File: config.mk
export PLATFORM = sky130hd
export DESIGN_NAME = tdc_mid
export DESIGN_NICKNAME = d
export VERILOG_FILES = /design/src/rtl/tdc_pkg.sv /design/src/rtl/tdc_mid.sv
export SDC_FILE = /design/constraint.sdc
export NUM_CORES = 2
export LEC_CHECK = 0
export BUFFER_PORTS_ARGS = -buffer_cell sky130_fd_sc_hd__buf_2
export CAP_MARGIN = 10
export CORE_MARGIN = 2
export CORE_UTILIZATION = 45
export CTS_CLUSTER_SIZE = 14
export DETAILED_ROUTE_END_ITERATION = 8
export GPL_ROUTABILITY_DRIVEN = 0
export GPL_TIMING_DRIVEN = 0
export PLACE_DENSITY = 0.66
export SLEW_MARGIN = 40
export SYNTH_ARGS = -nofsm -noshare
export SYNTH_HDL_FRONTEND = slang
export SYNTH_SLANG_ARGS = --single-unit
File: constraint.sdc
create_clock -name clock -period 11.89 [get_ports clock]
set_input_delay 2.378 -clock clock [delete_from_list [all_inputs] [get_ports clock]]
set_output_delay 2.378 -clock clock [all_outputs]
set_load 0.02 [all_outputs]
File: src/rtl/tdc_pkg.sv
`timescale 1ns / 1ps
package tdc_pkg;

   localparam logic CMD_TO_DURATION = 1'b0;
   localparam logic CMD_TO_UNITS    = 1'b1;

   localparam logic REG_NUMERATOR   = 1'b0;
   localparam logic REG_DENOMINATOR = 1'b1;

   localparam logic [63:0] NS_PER_SEC  = 64'd1000000000;
   localparam logic [63:0] HALF_SEC_NS = 64'd500000000;
   localparam logic [63:0] S64_MAX     = 64'h7FFF_FFFF_FFFF_FFFF;
   localparam logic [63:0] S64_MIN     = 64'h8000_0000_0000_0000;

   // one cell per quotient bit
   localparam int DIV1_STEPS = 96;
   localparam int DIV2_STEPS = 64;

   typedef struct packed {
      logic        cmd;
      logic        neg;
      logic        xneg;
      logic        ovf;
      logic [31:0] den;
      logic [63:0] base;
      logic [63:0] dval;
      logic [63:0] val;
   } ctx_type;

   typedef struct packed {
      logic [63:0] rem;
      logic [95:0] work;
      logic [63:0] dvs;
      ctx_type     ctx;
   } stage_type;

   typedef struct packed {
      logic [63:0] secs;
      logic [29:0] ns;
      logic [63:0] units;
   } result_type;

endpackage

File: src/rtl/tdc_mid.sv
`timescale 1ns / 1ps
module tdc_mid (
   input  logic                clock,
   input  logic                reset,
   input  logic                en,
   input  logic                in_valid,
   input  tdc_pkg::stage_type  in_stage,
   output logic                out_valid,
   output tdc_pkg::stage_type  out_stage
);

   logic               v1_ff, v2_ff, v3_ff;
   tdc_pkg::stage_type s1_ff, s2_ff, s3_ff;
   tdc_pkg::stage_type s1_in, s2_in, s3_in;
   logic [63:0] qlo, qinc;
   logic        rnz, ovf;
   logic [64:0] xs;
   logic [63:0] xmag;

   // sign fix of the first quotient, overflow of the seconds
   always_comb begin
      qlo  = in_stage.work[63:0];
      rnz  = |in_stage.rem[31:0];
      s1_in      = in_stage;
      s1_in.work = '0;
      s1_in.rem  = {32'd0, in_stage.rem[31:0]};
      s1_in.ctx.val = qlo;
      s1_in.ctx.ovf = 1'b0;
      qinc = qlo;
      ovf  = |in_stage.work[95:64];
      if (in_stage.ctx.cmd == tdc_pkg::CMD_TO_DURATION) begin
         if (in_stage.ctx.neg) begin
            if (rnz) begin
               if (&qlo) begin
                  ovf = 1'b1;
               end else begin
                  qinc = qlo + 64'd1;
               end
               s1_in.rem = {32'd0, in_stage.ctx.den - in_stage.rem[31:0]};
            end
            if (qinc > tdc_pkg::S64_MIN) begin
               ovf = 1'b1;
            end
            s1_in.ctx.val = 64'd0 - qinc;
         end else begin
            if (qlo[63]) begin
               ovf = 1'b1;
            end
         end
         s1_in.ctx.ovf = ovf;
      end
   end

   always_comb begin
      s2_in     = s1_ff;
      s2_in.rem = 64'(s1_ff.rem[31:0]) * tdc_pkg::NS_PER_SEC;
   end

   // build the second dividend: rounded nanoseconds, or the floored unit adjustment
   always_comb begin
      s3_in = s2_ff;
      s3_in.rem = '0;
      xs   = '0;
      xmag = '0;
      if (s2_ff.ctx.cmd == tdc_pkg::CMD_TO_DURATION) begin
         s3_in.work = {s2_ff.rem + {33'd0, s2_ff.ctx.den[31:1]}, 32'd0};
         s3_in.dvs  = {32'd0, s2_ff.ctx.den};
      end else begin
         xs = s2_ff.ctx.neg ? ({1'b0, s2_ff.ctx.base} - {1'b0, s2_ff.rem})
                            : ({1'b0, s2_ff.ctx.base} + {1'b0, s2_ff.rem});
         xmag = xs[64] ? (64'd0 - xs[63:0]) : xs[63:0];
         s3_in.ctx.xneg = xs[64];
         s3_in.work = {xmag, 32'd0};
         s3_in.dvs  = s2_ff.ctx.dval;
      end
   end

   always_ff @(posedge clock) begin
      if (reset) begin
         v1_ff <= 1'b0;
         v2_ff <= 1'b0;
         v3_ff <= 1'b0;
      end else if (en) begin
         v1_ff <= in_valid;
         v2_ff <= v1_ff;
         v3_ff <= v2_ff;
      end
   end

   always_ff @(posedge clock) begin
      if (en) begin
         s1_ff <= s1_in;
         s2_ff <= s2_in;
         s3_ff <= s3_in;
      end
   end

   assign out_valid = v3_ff;
   assign out_stage = s3_ff;

endmodule

; ---- Yosys cells after proc, flatten, opt, wreduce, memory -nomap -nowiden
; Cells that the tools add are included.
[classes]
add_sub_neg = 7
n_mul = 1
magnitude_cmp = 1
mux = 18
reduce_logical = 3
[ops]
columns = cell, count
row1 = $mux 64, 7
row2 = $mux 160, 1
row3 = $sub 1x64->64 const A, 2
row4 = $mux 32, 3
row5 = $add 64x62->65, 1
row6 = $mux 65, 1
row7 = $sub 64x62->65, 1
row8 = $add 64x1->64 const B, 1
row9 = $gt 64x64->1 const B, 1
row10 = $reduce_and 64->1, 1
row11 = $reduce_or 32->1, 2
row12 = $add 62x31->63, 1
row13 = $mul 32x21->53 const B, 1
row14 = $sub 32x32->32, 1
row15 = $mux 1, 6
[word_totals]
register_bits = 932
elab_cells = 62

; ---- Logic depth before layout (Yosys ltp)
[logic_depth]
ltp_word = 8
mapped_depth = 27
mapped_depth_nobuf = 27

; ---- Worst setup path before layout
; OpenSTA, ideal clock, no wires.
[synth_timing]
path_kind = input -> register
startpoint = input port in_stage[324] (netlist name)
endpoint = register s1_ff[50] (netlist name), data pin
setup_time_ps = 263
arrival_time_ps = 6937
slack_ps = 4690
path_stages = 22
n_path_buf = 6
cell_sequence = buf_4 -> nand3_2 -> or4_4 -> buf_6 -> nor4_4 -> a31oi_1 -> buf_2 -> buf_1 -> xnor2_1 -> ha_1 -> nand3_1 -> o31a_1 -> a211o_1 -> nor4_4 -> nand2_1 -> or4_1 -> buf_2 -> buf_6 -> nor3_1 -> xnor2_1 -> nand2_1 -> xnor2_1
[synth_lines]
columns = element, line
row1 = "start, declared", tdc_mid.sv:7  ; input tdc_pkg::stage_type in_stage,
row2 = "end signal, assigned", tdc_mid.sv:92  ; s1_ff <= s1_in;
row3 = "end, declared", tdc_mid.sv:13  ; tdc_pkg::stage_type s1_ff, s2_ff, s3_ff;

==> flow_summary.toml <==
[yosys]
ys_seq_elements = 900
synth-edff-count = 897
synth_cell_types = 95
synth_area_leaders = "edfxtp_1 48%, fa_1 11%, ha_1 8.4%"
yosysTopAreaCell = "edfxtp_1"
netlist_area_um2 = 56050
synth_seq_area_share = 0.4817
yosysWarnings = 0
synth_ff_type = "edfxtp_1"
synth_top_area_frac = 0.4806
syn_area_per_cell_um2 = 11.83
syn_inst = 4736
async_reset_ff_frac = 0

[setup_path]
crit_type = "primary input to flip-flop"
slowest_stage = "nor2_1"
worstPathRequired_ns = 12.34
slowest_delay_ns = 0.75
path_max_fanout = 10
critPathCaptureType = "flip-flop"
path_common_cell = "buf_2"
startpoint_type = "primary input"
path_cells = "buf_2, nor4_1, nand4_1, nor2_1, a31oi_1, buf_2, buf_1, xnor2_1, ha_1, nand3_1, o31a_1, a211o_1, nor4_4, nand2_1, or4_1, buf_2, buf_6, nor3_1, xor2_1, nor2_1, xnor2_1"
crit_arrival_ns = 8.36

[clock_tree]
cts.path.max_buffers = 3
postCtsSetupBuffers = 0
cts.clk_slew.worst_paths_ns = 0.07
h-tree-depth = 3
cts_tree = "yes"
insertion_delay_ns = 0.74
numCtsBuffers = 94
cts_root_buffer = "clkbuf_16"
clock-sinks = 900
cts_hold_buffers = 0
cts_resized = 0

[routing]
wl_met3_um = 12730
drcViolationCount = 0
via_per_inst = 5.339
highest_layer = "met5"
route.met2.wl_um = 69120
ant_nets = 0
drt_wl_total_um = 151600
drtIter0Drc = 3830
vias = 38940
m1WireLength_um = 63220
wl_per_cell_um = 20.79
drtPass1Iterations = 8

[floorplanning]
die_w_um = 356.9
core-area_um2 = 123600
start_util = 0.4533
die_h_um = 356.9
die_area_um2 = 127400
io_pins = 909
rows = 129

[cells_and_area]
layout_commonest_cell = "edfxtp_1"
seq_area_um2 = 27000
post-route-util = 0.5255
fillCellCount = 10780
drive_gt1_frac = 0.1768
num-nets-final = 6721
area_growth_pct = 15.93
mostFrequentLayoutCells = "897 x edfxtp_1, 653 x buf_2, 550 x inv_1"
fin_area_um2 = 64970
multi_input_area_um2 = 26150

[run]
drv_cap = 0

[global_route]
grt.total_usage = 0.2331
grt_pass1_vias = 37670
grt_pass1_wl_um = 224700
grt_max_degree = 117
antenna_found_initial = 17
grt_overflow_total = 0

[sta]
holdWs_ns = 0.3920
max_freq_mhz = 126.5
fin_ws_ns = 3.987
final_max_slew_viol_count = 0
rsz0062_at_grt = "false"
tightestPinTransition_ns = 0.8461
hold_viol_final = 0
period_needed_ns = 7.903
clock_skew_ns = 0.05753
post-route-period-util = 0.6647
setup_violations = 0
worst_slew_margin_rel = 0.4321

[place]
io_buffers = 638
hpwl_um = 121000
place_area_um2 = 61900
dp_slack_ns = 3.218

[run_status]
outcome = "completed"

[hold_path]
hold_class = "flip-flop to flip-flop"
## metal layers
metal / vias to the layer above / GRT usage
met1: 18810 / 0.3137
met5: - / 0
met4: 8 / 0.09807
met2: 1584 / 0.3691
li1: 18260 / -
met3: 277 / 0.04673
## cell families (layout without fill, tap and decap cells)
| logic type | after synthesis | count (layout) | share of synthesized area |
|---|---|---|---|
| buffers and inverters | 776 | 1594 | 0.05927 |
| AOI/OAI and AO/OA | 771 | 771 | 0.08691 |
| xor gates and xnor gates | 383 | 383 | 0.05985 |
| and+or+nand+nor | 1162 | 1162 | 0.1056 |
| muxes | 51 | 51 | 0.009935 |
| DFF | 900 | 900 | 0.4817 |
| other | 1 | 103 | 0.00006691 |
| adders and majority gates | 692 | 692 | 0.1967 |
## critical path: cells and delay by family
family / cells / cell delay, ns
adders and majority gates: 1 / 0.28
xor gates and xnor gates: 3 / 0.62
AOI/OAI and AO/OA: 3 / 0.73
buffers and inverters: 5 / 1.04
and+or+nand+nor: 9 / 3.27
## final timing paths
path                      start       endpoint  slack, ns  cells after the start
hold / removal        s2_ff[39]  out_stage[39]       0.39                      0
hold reg to reg       s2_ff[39]  out_stage[39]       0.39                      0
setup reg to reg     s1_ff[393]     s2_ff[449]       3.99                     25
setup / recovery  in_stage[388]      s1_ff[44]       3.99                     21
## registers in the layout (all words and copies together) (netlist names)
name       cells
out_valid      1
s1_ff        260
v1_ff          1
v2_ff          1
s2_ff        281
out_stage    356
## cells in the mapped netlist, types with 15 or more instances
| master | n |
|---|---|
| o21ai_0 | 163 |
| buf_4 | 100 |
| nand4_1 | 49 |
| nor3_1 | 90 |
| or3_1 | 42 |
| a31oi_1 | 32 |
| mux2_2 | 37 |
| o211ai_1 | 17 |
| xnor2_1 | 257 |
| o21a_1 | 28 |
| a211oi_1 | 23 |
| and3_1 | 53 |
| nand2b_1 | 43 |
| nor4_1 | 60 |
| o31ai_1 | 26 |
| xor2_1 | 126 |
| fa_1 | 315 |
| nor2b_1 | 20 |
| o21bai_1 | 18 |
| nor2_1 | 281 |
| and2_1 | 58 |
| nand2_1 | 287 |
| inv_1 | 550 |
| ha_1 | 377 |
| edfxtp_1 | 897 |
| a21o_1 | 100 |
| nand3_1 | 83 |
| buf_2 | 15 |
| clkbuf_1 | 96 |
| and4_1 | 18 |
| a21oi_1 | 246 |
## layout make-up
| cell class | instances | area share |
|---|---|---|
| flip-flops and latches | 900 | 0.4155 |
| diodes | 7 | 0.0002696 |
| repair buffers | 646 | 0.05276 |
| plain buffers | 226 | 0.01945 |
| clock buffers | 115 | 0.03742 |
| clock inverters | 57 | 0.008897 |
| inverters | 550 | 0.03177 |
| multi-input cells | 3155 | 0.4024 |
| well taps | 1637 | 0.03152 |
## per-stage QoR
stage	std cells	TNS (ns)
3_3_place_gp	7106	-4744.76
3_5_place_dp	7114	0
4_1_cts	7286	0
5_1_grt	7291	0
6_report	7293	0
2_1_floorplan	4831	0
Power is left out: the tool's default activity adds up to more than one toggle a clock period on the data nets, which glitch-free logic cannot reach.
