## src/rtl/tdc_pkg.sv

```systemverilog
`timescale 1ns / 1ps
package tdc_pkg;

   localparam logic CMD_TO_DURATION = 1'b0;
   localparam logic CMD_TO_UNITS    = 1'b1;

   localparam logic REG_NUMERATOR   = 1'b0;
   localparam logic REG_DENOMINATOR = 1'b1;

   localparam logic [63:0] NS_PER_SEC  = 64'd1000000000;
   localparam logic [63:0] HALF_SEC_NS = 64'd500000000;
   localparam logic [63:0] S64_MAX     = 64'h7FFF_FFFF_FFFF_FFFF;
   localparam logic [63:0] S64_MIN     = 64'h8000_0000_0000_0000;

   // one cell per quotient bit
   localparam int DIV1_STEPS = 96;
   localparam int DIV2_STEPS = 64;

   typedef struct packed {
      logic        cmd;
      logic        neg;
      logic        xneg;
      logic        ovf;
      logic [31:0] den;
      logic [63:0] base;
      logic [63:0] dval;
      logic [63:0] val;
   } ctx_type;

   typedef struct packed {
      logic [63:0] rem;
      logic [95:0] work;
      logic [63:0] dvs;
      ctx_type     ctx;
   } stage_type;

   typedef struct packed {
      logic [63:0] secs;
      logic [29:0] ns;
      logic [63:0] units;
   } result_type;

endpackage

```

## src/rtl/tdc_back.sv

```systemverilog
`timescale 1ns / 1ps
module tdc_back (
   input  logic                clock,
   input  logic                reset,
   input  logic                en,
   input  logic                in_valid,
   input  tdc_pkg::stage_type  in_stage,
   output logic                out_valid,
   output tdc_pkg::result_type out_result
);

   logic                valid_ff;
   tdc_pkg::result_type result_ff, result_in;
   logic [63:0] q;
   logic [65:0] aq, adj, qs, sum;

   always_comb begin
      q   = in_stage.work[63:0];
      aq  = '0;
      adj = '0;
      qs  = '0;
      sum = '0;
      result_in = '0;
      if (in_stage.ctx.cmd == tdc_pkg::CMD_TO_DURATION) begin
         result_in.secs = in_stage.ctx.val;
         result_in.ns   = q[29:0];
         if (in_stage.ctx.ovf) begin
            result_in.secs = in_stage.ctx.neg ? tdc_pkg::S64_MIN : tdc_pkg::S64_MAX;
            result_in.ns   = '0;
         end else if (q == tdc_pkg::NS_PER_SEC) begin
            // rounding reached a full second: carry, hold at the top
            result_in.ns = '0;
            if (in_stage.ctx.val != tdc_pkg::S64_MAX) begin
               result_in.secs = in_stage.ctx.val + 64'd1;
            end
         end
      end else begin
         aq  = {2'b00, q} + {65'd0, (in_stage.ctx.xneg && (|in_stage.rem))};
         adj = in_stage.ctx.xneg ? (66'd0 - aq) : aq;
         qs  = in_stage.ctx.neg ? (66'd0 - {2'b00, in_stage.ctx.val})
                                : {2'b00, in_stage.ctx.val};
         sum = qs + adj;
         if (sum[65] && !(sum[64] && sum[63])) begin
            result_in.units = tdc_pkg::S64_MIN;
         end else if (!sum[65] && (sum[64] || sum[63])) begin
            result_in.units = tdc_pkg::S64_MAX;
         end else begin
            result_in.units = sum[63:0];
         end
      end
   end

   always_ff @(posedge clock) begin
      if (reset) begin
         valid_ff <= 1'b0;
      end else if (en) begin
         valid_ff <= in_valid;
      end
   end

   always_ff @(posedge clock) begin
      if (en) begin
         result_ff <= result_in;
      end
   end

   assign out_valid  = valid_ff;
   assign out_result = result_ff;

endmodule

```

## config.mk

```make
export PLATFORM = sky130hd
export DESIGN_NAME = tdc_back
export DESIGN_NICKNAME = d
export VERILOG_FILES = /design/src/rtl/tdc_pkg.sv /design/src/rtl/tdc_back.sv
export SDC_FILE = /design/constraint.sdc
export NUM_CORES = 1
export LEC_CHECK = 0
export BUFFER_PORTS_ARGS = -buffer_cell sky130_fd_sc_hd__buf_4
export CAP_MARGIN = 20
export CELL_PAD_IN_SITES_DETAIL_PLACEMENT = 0
export CELL_PAD_IN_SITES_GLOBAL_PLACEMENT = 2
export CORE_MARGIN = 4
export CORE_UTILIZATION = 25
export CTS_CLUSTER_SIZE = 28
export DETAILED_ROUTE_END_ITERATION = 6
export PLACE_DENSITY_LB_ADDON = 0.1
export SLEW_MARGIN = 20
export SYNTH_ARGS = -nofsm -noshare
export SYNTH_HDL_FRONTEND = slang
export SYNTH_SLANG_ARGS = --single-unit
```

## constraint.sdc

```tcl
create_clock -name clock -period 9.3 [get_ports clock]
set_clock_uncertainty 0.15 [all_clocks]
set_input_delay 1.395 -clock clock [delete_from_list [all_inputs] [get_ports clock]]
set_output_delay 1.395 -clock clock [all_outputs]
set_load 0.03 [all_outputs]
```

# Word level (Yosys, flattened, before mapping)
# Cells that the tools add are included.
[op_classes] add_sub_neg=5 n_shift=0 reduce_logical=10 n_mul=0 n_mux=8 eq_ne=2 n_div=0 n_lt_le_gt_ge=0 bitwise_logic=1
[op_table] cell="$mux 64" n=4
[op_table] cell="$mux 94" n=2
[op_table] cell="$mux 66" n=2
[op_table] cell="$add 66x66->66" n=1
[op_table] cell="$sub 1x65->66 const A" n=1
[op_table] cell="$add 64x1->65" n=1
[op_table] cell="$sub 1x64->65 const A" n=1
[op_table] cell="$add 64x1->64 const B" n=1
[op_table] cell="$eq 64x30->1 const B" n=1
[op_table] cell="$ne 64x63->1 const B" n=1
[op_table] cell="$reduce_or 64->1" n=1
[op_table] cell="$logic_and 1x1->1" n=4
[op_table] cell="$reduce_or 3->1" n=1
[op_table] cell="$logic_not 1->1" n=2
[op_table] cell="$reduce_or 2->1" n=1
[op_table] cell="$logic_or 1x1->1" n=1
[op_table] cell="$not 1->1" n=1
[word_totals] output_inout_bits=159 ff_bits=159 mem_bits_ro=0 word_cells=31 mem_count=0 ramBits=0 latch_bits=0 input_bits=456

# Logic depth before layout (Yosys ltp)
[logic_depth] ltp_word=10 ltp_mapped=35

# Worst setup path before layout
# No wires, ideal clock.
[synth_path] path_type="input port to flip-flop" start="in in_stage[225] in the netlist's numbering" end="reg result_ff (netlist bit out_result[1]) (data pin)" slack_ns=0.553 t_arrival_ns=8.325 setup_time_ns=0.272 required_time_ns=8.878 n_path_buf=4 stages=30 path_cell_list="clkbuf_1 > clkinv_1 > nor2_1 > ha_1 > ha_1 > clkbuf_1 > nand2_1 > or4_1 > clkbuf_1 > nor4b_1 > o311ai_0 > nor3_1 > nand2_1 > or3_1 > or3_1 > o31ai_1 > xor2_1 > ha_1 > and3_1 > nand2_1 > nor3_1 > a211o_1 > a31o_2 > a21oi_1 > o31ai_1 > a221oi_1 > xnor2_1 > a22oi_1 > clkbuf_1 > a21oi_1"
[synth_via] elab_chain_len=9 word_cells_on_any_way=13 classes_between="3 x add/sub; 2 x mux; 8 x reduce/logical"
[synth_rtl] element="start, declared" line="tdc_back.sv:7" rtl="input tdc_pkg::stage_type in_stage,"
[synth_rtl] element="$logic_and 1x1->1" line="tdc_back.sv:38" rtl="aq = {2'b00, q} + {65'd0, (in_stage.ctx.xneg && (|in_stage.rem))};"
[synth_rtl] element="$add 64x1->65" line="tdc_back.sv:38"
[synth_rtl] element="$sub 1x65->66" line="tdc_back.sv:39" rtl="adj = in_stage.ctx.xneg ? (66'd0 - aq) : aq;"
[synth_rtl] element="$mux 66 *" line="tdc_back.sv:39"
[synth_rtl] element="$add 66x66->66 *" line="tdc_back.sv:42" rtl="sum = qs + adj;"
[synth_rtl] element="$logic_and 1x1->1" line="tdc_back.sv:43" rtl="if (sum[65] && !(sum[64] && sum[63])) begin"
[synth_rtl] element="$logic_not 1->1" line="tdc_back.sv:43"
[synth_rtl] element="$logic_and 1x1->1" line="tdc_back.sv:43"
[synth_rtl] element="$reduce_or 2->1 (no line)"
[synth_rtl] element="end signal, assigned" line="tdc_back.sv:63" rtl="result_ff <= result_in;"
[synth_rtl] element="end, declared" line="tdc_back.sv:13" rtl="tdc_pkg::result_type result_ff, result_in;"
# Mark *: on every way between the ends. The rest lies on a longest branch, timed or not.
# A chain may end at the register's enable or synchronous reset.

# Worst setup path after layout
[layout_path] start="in in_stage[388] in the netlist's numbering" end="reg result_ff (netlist bit out_result[9]) (data pin)"
[layout_via] elab_chain_len=10 word_cells_on_any_way=14 classes_between="3 x add/sub; 2 x mux; 9 x reduce/logical"
[layout_rtl] element="$reduce_or 64->1 *" line="tdc_back.sv:38"
[layout_rtl] element="$logic_and 1x1->1 *" line="tdc_back.sv:38"
[layout_rtl] element="$add 64x1->65 *" line="tdc_back.sv:38"
[layout_rtl] element="$sub 1x65->66" line="tdc_back.sv:39"
[layout_rtl] element="$mux 66 *" line="tdc_back.sv:39"
[layout_rtl] element="$add 66x66->66 *" line="tdc_back.sv:42"
[layout_rtl] element="$logic_and 1x1->1" line="tdc_back.sv:43"
[layout_rtl] element="$logic_not 1->1" line="tdc_back.sv:43"
[layout_rtl] element="$logic_and 1x1->1" line="tdc_back.sv:43"
[layout_rtl] element="$reduce_or 2->1 (no line)"
# Marked as above.

==> key figures <==
Detailed routing
  • Drt first pass iters: 5
  • Via density: 4.92
  • Starting DRC count in detailed routing: 939
  • Mean routed wirelength per cell: 20.9 um
  • Detailed-route wire length: 69700 um
  • Final ANT Viol Nets: 0
  • Vias: 16.4k
  • DRC: 0

Critical path
  • FF-to-FF Start: out_valid
  • Worst setup SP type: input port
  • Crit Path Max Fanout: 17
  • Crit end category: flip-flop
  • Reg2Reg Depth: 2
  • Worst EP required: 9390 ps
  • Crit-path most repeated cell: buf_4
  • Crit-path max cell delay: 540 ps
  • Worst setup startpoint: in_stage[388]
  • Worst path arrival time: 8900 ps
  • Slowest stage cell, crit path: or4_4
  • Setup CP Type: in2reg

Power
  • Peak supply drop: 0.137 mV
  • PwrDens: 156 nW/um2
  • Leak Pwr: 8.96 nW
  • Sequential Power Share: 27.6%
  • Sw power: 0.00143 W
  • Overall power: 0.00349 W
  • Clock share of power: 21.5%
  • Sw Share: 41.0%
  • Internal power: 0.00206 W
  • Combinational share of power: 50.9%

Final layout
  • Layout cell share with drive strength beyond 1: 31.5%
  • Layout Nets: 3007
  • Final core area utilization: 36.1%
  • Most frequent cells in the layout: buf_4, xnor2_1, o21ai_0
  • Filler Cell Count: 6471
  • Commonest non-fill, non-tap cell in the layout: buf_4
  • Design Area, Final: 22300 um2
  • Synthesis-to-finish area growth: 42.6%

Clock tree
  • Root buffer selected by CTS: clkbuf_16
  • TritonCTS clock tree: built
  • H-tree Lvls: 4
  • Worst-Skew Late Latency: 480 ps
  • Inserted Clock Buffers: 17
  • Clock-pin slew on the worst setup and hold paths: 80 ps
  • Clock Path Buffers: 2
  • Clock sink count: 159

Die
  • Die ar.: 66700 um2
  • CORE AREA: 61800 um2
  • Die Y: 258 um
  • Row count: 91
  • Boundary Pins: 615
  • Chip width: 258 um
  • Starting Density: 25.3%

Global routing
  • First-pass GRT wire length: 104000 um
  • Largest net degree at the start of global routing: 70
  • Antenna violations before repair: 2
  • GRT Util Overall: 20.5%
  • Vias in the first global route: 16.4k
  • GRT Residual Overflow: 0

Timing
  • Fin crit period: 8810 ps
  • Final slew viol count: 0
  • Setup-failing EPs final: 0
  • Fmax: 113 MHz
  • Slew margin rel.: 39.1%
  • RSZ-0062 raised after global routing: no
  • Fin. Hold Viols: 0
  • Worst slew pin tran: 906 ps
  • Period utilization: 94.8%
  • Final TNS setup: 0 ps

Synth
  • Post-synthesis cell count: 1876
  • Yosys warns: 0
  • Post-synthesis sequential area ratio: 30.4%
  • Largest area contributor in the netlist: edfxtp_1
  • Mapped Area: 15700 um2
  • Syn_nets: 2403
  • Largest family of logic cells by synthesized area: simple AND/OR/NAND/NOR gates
  • Adder-Cell Fraction of Synth Area: 5.72%
  • Synthesized area per cell: 8.35 um2
  • Synth top area cells: edfxtp_1, xnor2_1, xor2_1, ha_1, o21ai_0
  • Post-synthesis cell type count: 73
  • Mux contribution to synthesized area: 0.463%
  • Flop and latch count out of synthesis: 159
  • Main synth FF type: edfxtp_1
  • Asr flop ratio synth: 0%
  • Synth Area in Compound Gates: 19.1%
  • Synth top area share: 30.3%
  • Synth Area in Simple Gates: 22.6%
  • EDFF count, synth: 158
  • XOR/XNOR Fraction of Synth Area: 17.5%

Placement
  • Post-placement cell area: 21600 um2
  • Port Buffer Count: 358
  • Final Wtd Congestion: 0.899
  • Dpl hpwl: 59400 um

Worst hold path
  • Worst Hold Class: reg2reg
  • Worst hold path startpoint: out_valid
  • Cells on Worst Hold Path: 2

Run status
  • Status: finished, final reports clean

Flow run
  • Max_cap viols: 0
cell usage after synthesis, drive strengths merged, types with 11 or more instances:
cell / count
nor2b: 16
o31ai: 37
ha: 70
clkbuf: 107
nand3: 81
nor3: 49
o41ai: 13
nand2b: 19
or2: 11
and3: 32
nor2: 81
or3: 33
xnor2: 200
and4: 14
o21ai: 166
xor2: 110
buf: 12
o21a: 13
a21oi: 150
nand2: 153
a31oi: 13
or4: 17
edfxtp: 158
and2: 40
a21o: 39
nor4: 49
inv: 50
nand4: 51
worst max-delay path: cells and delay by family:
family	cells	cell delay (ps)
and+or+nand+nor	12	3200
buffers and inverters	8	1300
AOI/OAI and AO/OA	8	1820
xor gates and xnor gates	3	630
adders and majority gates	2	510
registers in the layout, summed over array words and instances (netlist names):
signal      count
out_result    158
out_valid       1
final cells by class:
class                   instances  area, um2  area share [%]
multi-input cells            1547      10400            46.4
repair buffers                704       5350            24.0
flip-flops and latches        159       4760            21.3
well taps                     837       1050            4.69
clock buffers                  17        425            1.90
inverters                      51        191           0.857
clock inverters                15        186           0.835
diodes                          1       2.50          0.0112
final timing paths:
kind / endpoint / slack [ps]
worst max register to register: out_valid / 8570
worst min register to register: out_valid / 360
worst min-delay path: out_valid / 360
worst max-delay path: out_result[9] / 490
per-layer routing:
layer  global-route usage [%]  vias up  wire length (um)
met5                        0        -                 0
met4                     5.82        0              1720
met3                     4.73       39              4380
met2                     31.4      468             30100
met1                     28.8     7750             33600
li1                         -     8123                 -
metrics by stage:
step                      std cells  setup WS [ps]  hold WS (ps)
after floorplan                1876            553           480
after global placement         3294           -785           324
after detailed placement       3294           -741           340
after CTS                      3326           46.3           364
after global routing           3330           11.3           410
final                          3331            487           356
power groups by stage:
stage	logic, W	clock network (W)	registers, W
after floorplan	0.000709	0	0.00118
after global placement	0.00177	0	0.000983
after detailed placement	0.00177	0	0.000983
after CTS	0.00178	0.000774	0.000969
after global routing	0.00193	0.000802	0.000977
final	0.00178	0.000750	0.000966
cells by family after synthesis:
logic type                 after synthesis
and+or+nand+nor                        664
AOI/OAI and AO/OA                      494
xor gates and xnor gates               311
buffers and inverters                  170
DFF                                    159
adders and majority gates               71
muxes                                    7
repair_timing:
item / in CTS / in global routing
setup buffers: 0 / 4
hold buffers: 0 / 0
resized for setup: 4 / 18
endpoints found under the setup margin: 49 / 64
pin swaps: 0 / 5
Note: power is estimated with default switching activity, not from simulation.
