$ cat src/rtl/tdc_pkg.sv
`timescale 1ns / 1ps
package tdc_pkg;

   localparam logic CMD_TO_DURATION = 1'b0;
   localparam logic CMD_TO_UNITS    = 1'b1;

   localparam logic REG_NUMERATOR   = 1'b0;
   localparam logic REG_DENOMINATOR = 1'b1;

   localparam logic [63:0] NS_PER_SEC  = 64'd1000000000;
   localparam logic [63:0] HALF_SEC_NS = 64'd500000000;
   localparam logic [63:0] S64_MAX     = 64'h7FFF_FFFF_FFFF_FFFF;
   localparam logic [63:0] S64_MIN     = 64'h8000_0000_0000_0000;

   // one cell per quotient bit
   localparam int DIV1_STEPS = 96;
   localparam int DIV2_STEPS = 64;

   typedef struct packed {
      logic        cmd;
      logic        neg;
      logic        xneg;
      logic        ovf;
      logic [31:0] den;
      logic [63:0] base;
      logic [63:0] dval;
      logic [63:0] val;
   } ctx_type;

   typedef struct packed {
      logic [63:0] rem;
      logic [95:0] work;
      logic [63:0] dvs;
      ctx_type     ctx;
   } stage_type;

   typedef struct packed {
      logic [63:0] secs;
      logic [29:0] ns;
      logic [63:0] units;
   } result_type;

endpackage

$ cat src/rtl/tdc_div_cell.sv
`timescale 1ns / 1ps
module tdc_div_cell (
   input  logic                clock,
   input  logic                reset,
   input  logic                en,
   input  logic                in_valid,
   input  tdc_pkg::stage_type  in_stage,
   output logic                out_valid,
   output tdc_pkg::stage_type  out_stage
);

   logic               valid_ff;
   tdc_pkg::stage_type stage_ff;
   tdc_pkg::stage_type stage_in;
   logic [64:0]        trial;
   logic [65:0]        diff;
   logic               fit;

   // shift in the next dividend bit, subtract the divisor if it fits
   always_comb begin
      trial    = {in_stage.rem, in_stage.work[95]};
      diff     = {1'b0, trial} - {2'b00, in_stage.dvs};
      fit      = ~diff[65];
      stage_in = in_stage;
      stage_in.rem  = fit ? diff[63:0] : trial[63:0];
      stage_in.work = {in_stage.work[94:0], fit};
   end

   always_ff @(posedge clock) begin
      if (reset) begin
         valid_ff <= 1'b0;
      end else if (en) begin
         valid_ff <= in_valid;
      end
   end

   always_ff @(posedge clock) begin
      if (en) begin
         stage_ff <= stage_in;
      end
   end

   assign out_valid = valid_ff;
   assign out_stage = stage_ff;

endmodule

$ cat config.mk
export PLATFORM = sky130hd
export DESIGN_NAME = tdc_div_cell
export DESIGN_NICKNAME = d
export VERILOG_FILES = /design/src/rtl/tdc_pkg.sv /design/src/rtl/tdc_div_cell.sv
export SDC_FILE = /design/constraint.sdc
export NUM_CORES = 1
export LEC_CHECK = 0
export ABC_AREA = 0
export BUFFER_PORTS_ARGS = -buffer_cell sky130_fd_sc_hd__buf_2
export CAP_MARGIN = 20
export CORE_AREA = 2 2 353 355
export CTS_CLUSTER_DIAMETER = 120
export CTS_CLUSTER_SIZE = 40
export DETAILED_ROUTE_END_ITERATION = 10
export DIE_AREA = 0 0 355 357
export SLEW_MARGIN = 20
export SYNTH_ARGS = -nofsm -noshare
export SYNTH_HDL_FRONTEND = slang
export SYNTH_SLANG_ARGS = --single-unit
$ cat constraint.sdc
create_clock -name clock -period 3.45 [get_ports clock]
set_input_delay 0.345 -clock clock [delete_from_list [all_inputs] [get_ports clock]]
set_output_delay 0.345 -clock clock [all_outputs]
set_load 0.01 [all_outputs]
Word level (Yosys, flattened, before mapping)
Cells that the tools add are included.
W data, S select, Z words.

cells by class
  add/sub/neg operators = 1
  muxes and demuxes = 1
  bitwise operators = 1

operators by type and width
  operator          count
  $sub A65 B64 Y66  1
  $mux W64          1
  $not A1 Y1        1

storage, ports and cells
  register bits after elaboration = 453
  input bits = 456
  logic and storage cells = 15

Longest topological paths before layout
Gate-level depths: netlist of the first run.

  depth after elaboration = 2
  depth in mapped cells = 14

Worst setup path before layout of the first run
OpenSTA, ideal clock, no wires.

  path kind = input port to flip-flop
  start = input in_stage[387] (netlist name)
  end = register stage_ff, in the netlist out_stage[444], data pin
  library setup time = 0.256 ns
  arrival = 3.066 ns
  data required time = 3.194 ns
  setup slack = 0.128 ns
  cell stages on the path = 14
  path through = inv_1 -> ha_1 -> inv_1 -> fa_1 -> a21o_1 -> a31oi_1 -> o22ai_1 -> o2111ai_1 -> a211oi_1 -> nor3_1 -> nor2_1 -> a41o_1 -> or4_1 -> a41o_1

RTL lines
  item                  RTL line            text
  start, declared       tdc_div_cell.sv:7   input tdc_pkg::stage_type in_stage,
  end signal, assigned  tdc_div_cell.sv:39  stage_ff <= stage_in;
  end, declared         tdc_div_cell.sv:13  tdc_pkg::stage_type stage_ff;

==> results list, run 1 <==
- Initial core utilization: ~15%
- R2R cell count: 3
- After synthesis, the cell types taking the most area are sky130_fd_sc_hd__edfxtp_1, sky130_fd_sc_hd__ha_1, sky130_fd_sc_hd__a21oi_1, sky130_fd_sc_hd__nor2_1, sky130_fd_sc_hd__inv_1.
- Using the TritonRoute via totals, the vias-per-cell ratio works out to between 3 and 4.
- Measured against its own limit, the worst slew margin works out to approximately 56%.
* Total number of yosys warnings: 0
* Part of the Yosys area used for sequential elements: between 70% and 80%
- Setup violations remaining at the end of the flow were counted as 0.
* Maximum root-to-sink buffer count: 3
- The clock reaches the later pin of the worst-skew pair after 0.66 ns.
- Synth-to-Final Area Change: 72.9%
- Startpoint Class: input port
* Largest stage delay, worst path: 0.54 ns
* Crit-path cells: dlygate4sd3_1 -> buf_2 -> inv_1 -> ha_4 -> buf_4 -> nand2_1 -> nor2_1 -> a21o_1 -> a221o_1 -> a31oi_1 -> buf_4 -> o31ai_4 -> a211oi_4 -> o31ai_4 -> buf_12 -> buf_12 -> mux2_1
- The run finished with clean final reports.
- Sum Neg Setup Slack: 0 ns
- Maxcap violations: 0
- Routed length per placed instance: about 26 um
- The routed layout has 16500 vias.
* Total global routing overflow: 0
* Count of port buffers added during placement: roughly 900
- Y dimension of the die: between 300 and 400 um
- Largest vdd supply drop: 0.569 mV
* Ys async rst share: 0%
- P_leak: between 10 and 15 nW
* Clock tree from TritonCTS: built
- Clock-pin slew was measured on the worst setup and hold paths at 0.11 ns.
* Clock Root Buffer: sky130_fd_sc_hd__clkbuf_16
* CTS HTree Levels: 1
* Number of global-route vias before repair: roughly 17000
- The most used flip-flop cell after synthesis is sky130_fd_sc_hd__edfxtp_1.
- In this run the worst hold path is classified as input port to flop.
* Power per cell area: between 400 and 500 nW/um2
- Entering global routing, the biggest net connects 83 pins.
- The die is approximately 360 um wide.
- The count of final max-slew check failures is 0.
- Floorplan die area: about 130000 um2
- Clock buffer count from CTS: 27
- The initial antenna violation count is 59.
- Worst-path fanout max: 17
* Share of the cycle needed by the critical path after routing: 97.9%
- For the pin with the worst max-slew slack, the measured transition is about 0.66 ns.
* Placeable core region: 123000 um2
- sky130_fd_sc_hd__edfxtp_1 takes more of the synthesized area than any other cell.
* Final Hold Violating Endpoints: 0
* # DRC: 0
* Kind of end point of the critical path: flop
* Crit. path cell count: 17
* Global-route usage over all layers: between 10% and 20%
- The cell count after synthesis came out at between 1000 and 1500.
- The first global-routing pass estimated around 150000 um of wire.
* CP arrival: around 3.8 ns
* Register bit total from synthesis: 453
- Hold path depth: 3
- After routing the design area is about 31000 um2.
* Post-Route Skew: 0 ns
- Clock tree synthesis found a total of between 400 and 500 sinks.
- Post-DP Area: around 26000 um2
* Iter 0 DRT Violations: around 1300
- Critical Path Slowest Stage Cell: sky130_fd_sc_hd__dlygate4sd3_1
- Static timing analysis puts the maximum clock frequency at between 0.2 and 0.3 GHz.
- After synthesis, the mean cell area works out to between 15 and 20 um2.
- The final layout contains routed wiring with a total length of 113000 um.
- Once detail routing completed, the nets flagged for antenna violations numbered 0.
- The post-route netlist has between 40% and 50% of its cells at a drive strength greater than 1.
- Required time of the critical path: about 3.8 ns
- Number of nets in the layout: ~3200
- The wire-length estimate of the detail-placed layout is ~94000 um.
- The design draws 14.3 mW.
* Number of search-and-repair iterations in the first detailed-routing pass: 5
* Number of different library cells in the post-synthesis netlist: between 60 and 70
- Syn nets: between 1500 and 2000
* Number of I/O pins: around 900
* Routability cong.: 1.02
- Yosys top cell area share: approximately 75%
- In this design, the largest share of critical-path delay is due to buffers and inverters.
* Synth Cell Area: approximately 18000 um2
- Critical Setup Path Class: input port to flop
- Post-synth EDFFs: 452
- Minimum period implied by the final worst setup slack: approximately 3.4 ns
* Critical path buffers and inverters: 7
- Core Rows: about 130
## cells by family after synthesis
group / after synthesis / synth area share (%)
AOI/OAI and AO/OA: 266 / 9.36
and+or+nand+nor: 221 / 5.38
muxes: 12 / 0.737
buffers and inverters: 109 / 2.38
DFF: 453 / 74.9
xor gates and xnor gates: 57 / 2.75
adders and majority gates: 65 / 4.52
## through the flow
stage | setup WS (ns) | util (%) | cells | hold slack, ns
final | 0.0713 | 25.5 | 4340 | 0.0628
after detailed placement | -0.564 | 20.9 | 3838 | 0.505
after global placement | -0.602 | 20.9 | 3838 | 0.471
after CTS | 0.0124 | 25.3 | 4311 | 0.00128
after floorplan | 0.128 | - | 1183 | 0.417
after global routing | -0.0433 | 25.5 | 4326 | 0.0370
## final timing paths
path | end | slack, ns | start
max reg2reg | out_valid | 2.27 | out_valid
max | out_stage[414] | 0.07 | in_stage[237]
min reg2reg | out_valid | 1.10 | out_valid
min | out_stage[430] | 0.06 | in_stage[429]
## registers in the layout, summed over array words and instances (netlist names)
name and flops:
out_stage 452, out_valid 1
## where the power goes
group	internal, mW	leakage [nW]	total, mW	switching, mW
clock network	1.73	0.538	4.33	2.60
registers	6.63	4.43	6.79	0.161
logic	1.39	8.23	3.21	1.82
total	9.75	13.2	14.3	4.58
## layout by cell type (no fill, tap or decap), types with 7 or more instances in the layout
master                          count
sky130_fd_sc_hd__mux2_1            11
sky130_fd_sc_hd__xnor2_1           36
sky130_fd_sc_hd__xor2_1            21
sky130_fd_sc_hd__a21o_1            22
sky130_fd_sc_hd__nor2_1            92
sky130_fd_sc_hd__o21bai_1          14
sky130_fd_sc_hd__nand3_1           13
sky130_fd_sc_hd__dlygate4sd3_1    424
sky130_fd_sc_hd__inv_1             86
sky130_fd_sc_hd__nand2_1           66
sky130_fd_sc_hd__buf_4            129
sky130_fd_sc_hd__edfxtp_1         452
sky130_fd_sc_hd__buf_2            907
sky130_fd_sc_hd__clkinv_16         14
sky130_fd_sc_hd__clkbuf_16         27
sky130_fd_sc_hd__ha_1              61
sky130_fd_sc_hd__buf_12             8
sky130_fd_sc_hd__nand4_1           12
sky130_fd_sc_hd__o21ai_0           26
sky130_fd_sc_hd__a21oi_1          125
sky130_fd_sc_hd__diode_2           25
sky130_fd_sc_hd__o21a_1             7
## what timing repair did
action	4_1_cts	5_1_grt
endpoints found under the hold margin	423	0
resized for setup	0	22
setup buffers	0	4
hold buffers	424	0
setup endpoints to repair	0	51
## synth_stat cells, types with 2 or more instances
library cell / instances
sky130_fd_sc_hd__or3_1: 4
sky130_fd_sc_hd__o31a_1: 3
sky130_fd_sc_hd__inv_1: 86
sky130_fd_sc_hd__o41ai_1: 2
sky130_fd_sc_hd__xor2_1: 21
sky130_fd_sc_hd__or2_2: 3
sky130_fd_sc_hd__a31oi_1: 7
sky130_fd_sc_hd__o21a_1: 7
sky130_fd_sc_hd__and3_1: 4
sky130_fd_sc_hd__nor2b_1: 5
sky130_fd_sc_hd__o21ai_0: 27
sky130_fd_sc_hd__nor2_1: 92
sky130_fd_sc_hd__nand2_1: 66
sky130_fd_sc_hd__ha_1: 64
sky130_fd_sc_hd__and2_1: 3
sky130_fd_sc_hd__nor4_1: 3
sky130_fd_sc_hd__a21oi_1: 130
sky130_fd_sc_hd__or4_1: 2
sky130_fd_sc_hd__o21bai_1: 14
sky130_fd_sc_hd__a221o_1: 3
sky130_fd_sc_hd__a41o_1: 5
sky130_fd_sc_hd__nor3_1: 5
sky130_fd_sc_hd__a211o_1: 2
sky130_fd_sc_hd__buf_2: 13
sky130_fd_sc_hd__edfxtp_1: 452
sky130_fd_sc_hd__a221oi_1: 2
sky130_fd_sc_hd__nand4_1: 12
sky130_fd_sc_hd__a21o_1: 22
sky130_fd_sc_hd__a211oi_1: 7
sky130_fd_sc_hd__o21ai_1: 3
sky130_fd_sc_hd__nand3_1: 13
sky130_fd_sc_hd__a31o_2: 2
sky130_fd_sc_hd__mux2_1: 11
sky130_fd_sc_hd__clkbuf_1: 8
sky130_fd_sc_hd__xnor2_1: 36
sky130_fd_sc_hd__o22ai_1: 2
sky130_fd_sc_hd__buf_4: 2
sky130_fd_sc_hd__o2111ai_1: 2
sky130_fd_sc_hd__a22oi_1: 2
sky130_fd_sc_hd__o221ai_1: 4
sky130_fd_sc_hd__nand2b_1: 4
sky130_fd_sc_hd__o211ai_1: 4
sky130_fd_sc_hd__or3b_1: 2
## worst register-to-register path, cell delays in order, from the launching register on
cell                            delay, ns
sky130_fd_sc_hd__dfxtp_1             0.34
sky130_fd_sc_hd__mux2i_1             0.14
sky130_fd_sc_hd__nor2_1              0.06
sky130_fd_sc_hd__dlygate4sd3_1       0.55
## per-layer routing
metal	up-vias	global-route usage, %	wire length, um
met1	8053	19.5	43600
met5	-	0	119
li1	7401	-	-
met3	174	7.51	13000
met2	887	27.9	52300
met4	18	4.74	3820
## final cells by class
type	count	area [um2]
Fill cell	13000	91600
Sequential cell	453	13600
Timing Repair Buffer	1469	9930
Multi-Input combinational cell	621	4240
Tap cell	1637	2050
Clock buffer	29	683
Clock inverter	20	508
Inverter	86	323
Antenna cell	25	62.6
Power figures use the tool's default switching activity.
==> run 2, diff against run 1 <==
--- a/config.mk
+++ b/config.mk
@@ -13,6 +13,8 @@
 export CTS_CLUSTER_SIZE = 40
 export DETAILED_ROUTE_END_ITERATION = 10
 export DIE_AREA = 0 0 355 357
+export GPL_TIMING_DRIVEN = 0
+export PLACE_DENSITY_LB_ADDON = 0.15
 export SLEW_MARGIN = 20
 export SYNTH_ARGS = -nofsm -noshare
 export SYNTH_HDL_FRONTEND = slang
==> run 2 against run 1 <==
Effect of this change: sequential power about the same; worst setup slack gained 0.027 ns; clock skew unchanged; maximum frequency up 0.82%; final area down 2.9%; die area stayed put; register-to-register slack improved by 0.02 ns; final cell count shrank 2.7%; hold slack better by 0.0043 ns; critical path depth down 1; sequential share of layout area is 1.3 points higher; critical path type unchanged.
==> results list, run 2 (synthesis gave the netlist of run 1 again) <==
* Placeable core region: 123000 um2 (unchanged)
- The peak supply drop is 0.403 mV (-29%).
- Floorplan die area: 127000 um2 (unchanged)
- The clock period minus final worst setup slack is 3.35 ns (-0.0275 ns).
- Fraction of final layout cells sized beyond drive strength 1: 39.4% (-2.7 points)
- The most critical setup path has its startpoint at in_stage[286].
- Maximum root-to-sink buffer count: 3 (unchanged)
- # DRC: 0 (unchanged)
- The max-cap check violation count was 0 (unchanged).
- The worst endpoint data arrival time is 3.72 ns (-0.05 ns).
* Kind of end point of the critical path: flop
- The min-delay analysis places its worst path in the category input port to flop.
- Outcome: complete, no violations
- CTS HTree Levels: 1 (unchanged)
* DIE WIDTH: 355 um (unchanged)
- Required time of the critical path: 3.82 ns (-0.02 ns)
* Crit-path cells: dlygate4sd3_1 -> buf_2 -> inv_1 -> ha_1 -> a21o_1 -> a21o_1 -> a21o_1 -> a21o_1 -> a21oi_1 -> nand2_1 -> a211oi_2 -> o31ai_4 -> buf_4 -> buf_2 -> nor2_1 -> a21oi_1
- Global-route wire length before repair: 132000 um (-9.4%)
- The number of port buffers came to 908 (unchanged).
* Iter 0 DRT Violations: 828 (-34%)
* Most used cells in the layout excluding fill and tap cells: sky130_fd_sc_hd__buf_2, sky130_fd_sc_hd__edfxtp_1, sky130_fd_sc_hd__dlygate4sd3_1, sky130_fd_sc_hd__a21oi_1, sky130_fd_sc_hd__nor2_1
- The via density per instance was 3.69 (-3.1%).
- Core Rows: 129 (unchanged)
- The worst clock skew on the final layout was 0 ns (unchanged).
* WL final: 100000 um (-11%)
* Detailed Place HPWL: 82300 um (-12%)
- Post-Place Setup Slack: -1.55 ns (-0.987 ns)
- The highest clock rate came to 0.298 GHz (+0.82%).
- The worst setup path is of the input port to flop kind.
- The ratio of final minimum period to clock period is 97.1% (-0.80 points).
- The count of cells along the worst register-to-register path was 3 (unchanged).
- The vertical extent of the die was 357 um (unchanged).
- STA classifies the critical path startpoint as an input port.
- The final RePlAce weighted congestion was 0.865 (-15%).
- The power density relative to cell area was 465 nW/um2 (+1.8%).
- WHS: 0.0671 ns (+0.00429 ns)
- Initial core utilization: 14.8% (unchanged)
- Cell with the most instances on the worst path: sky130_fd_sc_hd__a21o_1
* Number of search-and-repair iterations in the first detailed-routing pass: 5 (unchanged)
* Clock Root Buffer: sky130_fd_sc_hd__clkbuf_16
* Remaining antenna violation count after routing: 0 (unchanged)
* TritonCTS Sinks: 453 (unchanged)
- TritonCTS built the clock tree.
- The largest stage delay on the critical path was 0.52 ns (-0.02 ns).
- Critical Path Slowest Stage Cell: sky130_fd_sc_hd__dlygate4sd3_1
- The critical path ends at out_stage[419].
- Final Slew Violations: 0 (unchanged)
- R2R Path Start: out_valid
* Transition at the pin with the smallest max-transition slack: 0.741 ns (+0.0764 ns)
* Number of I/O pins: 909 (unchanged)
* Clock buffer count from CTS: 29 (+7.4%)
- The number of setup violations in the final report came to 0 (unchanged).
- Crit Reg-Reg Endpoint: out_valid
- Number of global-route vias before repair: 16500 (-0.89%)
- The number of nets in the finished design is 3066 (-3.6%).
* Worst-skew pair later-pin latency: 0.66 ns (about the same)
- The worst slew margin relative to its limit is 50.6% (-5.1 points).
- Relative to the synthesized area, the layout overhead comes to 67.9%.
- The number of endpoints with negative hold slack in the final report was 0 (unchanged).
* FF-to-FF setup slack: 2.29 ns (+0.02 ns)
* Worst-path fanout max: 10 (-7)
- The total grt overflow came to 0 (unchanged).
- The average wire per cell in the routed design is 23.7 um (-8.8%).
- Antenna violations before repair: 67 (+14%)
- The post-route worst setup slack came to 0.0988 ns (+0.0275 ns).
- Largest net degree at the start of global routing: 92 (+11%)
* Global-route usage over all layers: 14.9% (-1.9 points)
- The number of flip-flops under the largest register name is 452 (unchanged).
- Most frequent standard cell in the layout excluding fill and tap cells: sky130_fd_sc_hd__buf_2
* Vias: 15600 (-5.8%)
- The clock input transition at the sequential cells of the worst setup and hold paths came to 0.12 ns (about the same).
- P_leak: 12.7 nW (-4.0%)
[run 2: cell count changes in the layout (fill, tap and decap cells not counted), sizes merged, moves of 2 or more]
cell	previous run	this run
inv	92	94
diode	25	19
clkbuf	29	36
dlygate4sd3	424	414
buf	1045	933
[run 2: area by class of cell]
class / instances / area, um2
tap: 1637 / 2050
timing repair buffer: 1332 / 8870
buffer: 22 / 113
clock buffer: 29 / 726
antenna: 19 / 47.5
sequential: 453 / 13600
multi-input combinational: 621 / 4220
clock inverter: 24 / 546
fill: 13200 / 92500
inverter: 86 / 323
[run 2: stage by stage]
stage,instances,power (mW),setup TNS (ns),cell area [um2],util (%)
6_report,4223,14.2,0,30500,24.8
5_1_grt,4216,14.9,-0.00119,30500,24.8
4_1_cts,4203,14.5,0,30400,24.7
3_5_place_dp,3733,9.42,-84.31,24900,20.2
3_3_place_gp,3728,9.50,-2586.46,24700,20.1
2_1_floorplan,1183,7.92,0,18200,-
[run 2: worst min path at each step]
stage | endpoint | slack (ns) | from | depth (start not counted)
6_report | out_stage[403] | 0.07 | in_stage[402] | 3
5_1_grt | out_stage[399] | 0.04 | in_stage[398] | 3
4_1_cts | out_stage[393] | 0.005 | in_stage[392] | 3
3_5_place_dp | out_valid | 0.51 | reset | 2
3_3_place_gp | out_valid | 0.49 | out_valid | 2
2_1_floorplan | out_valid | 0.42 | reset | 1
[run 2: timing repair]
item,CTS,global route
resized for setup,11,4
endpoints found under the setup margin,64,29
hold endpoints to repair,413,0
hold buffers,414,0
pin swaps,3,4
setup buffers,3,2
[run 2: critical path, delay by kind of cell]
kind / cells / cell delay, ns
adder cells (fa/ha/maj): 1 / 0.39
AND/OR/NAND/NOR: 2 / 0.34
AO/OA/AOI/OAI: 8 / 1.54
buffers and inverters: 5 / 1.11
[run 2: per-layer routing]
| metal | global-route usage, % | vias up | part of all wire (%) |
|---|---|---|---|
| li1 | - | 7173 | - |
| met1 | 16.0 | 7591 | 36 |
| met2 | 25.8 | 631 | 49 |
| met3 | 7.13 | 135 | 11 |
| met4 | 4.25 | 52 | 3.1 |
| met5 | 0 | - | 0.31 |
[run 2: power by group]
part	leakage, nW	internal [mW]	switching (mW)
registers	4.43	6.63	0.143
logic	7.66	1.22	1.68
clock network	0.580	1.90	2.61
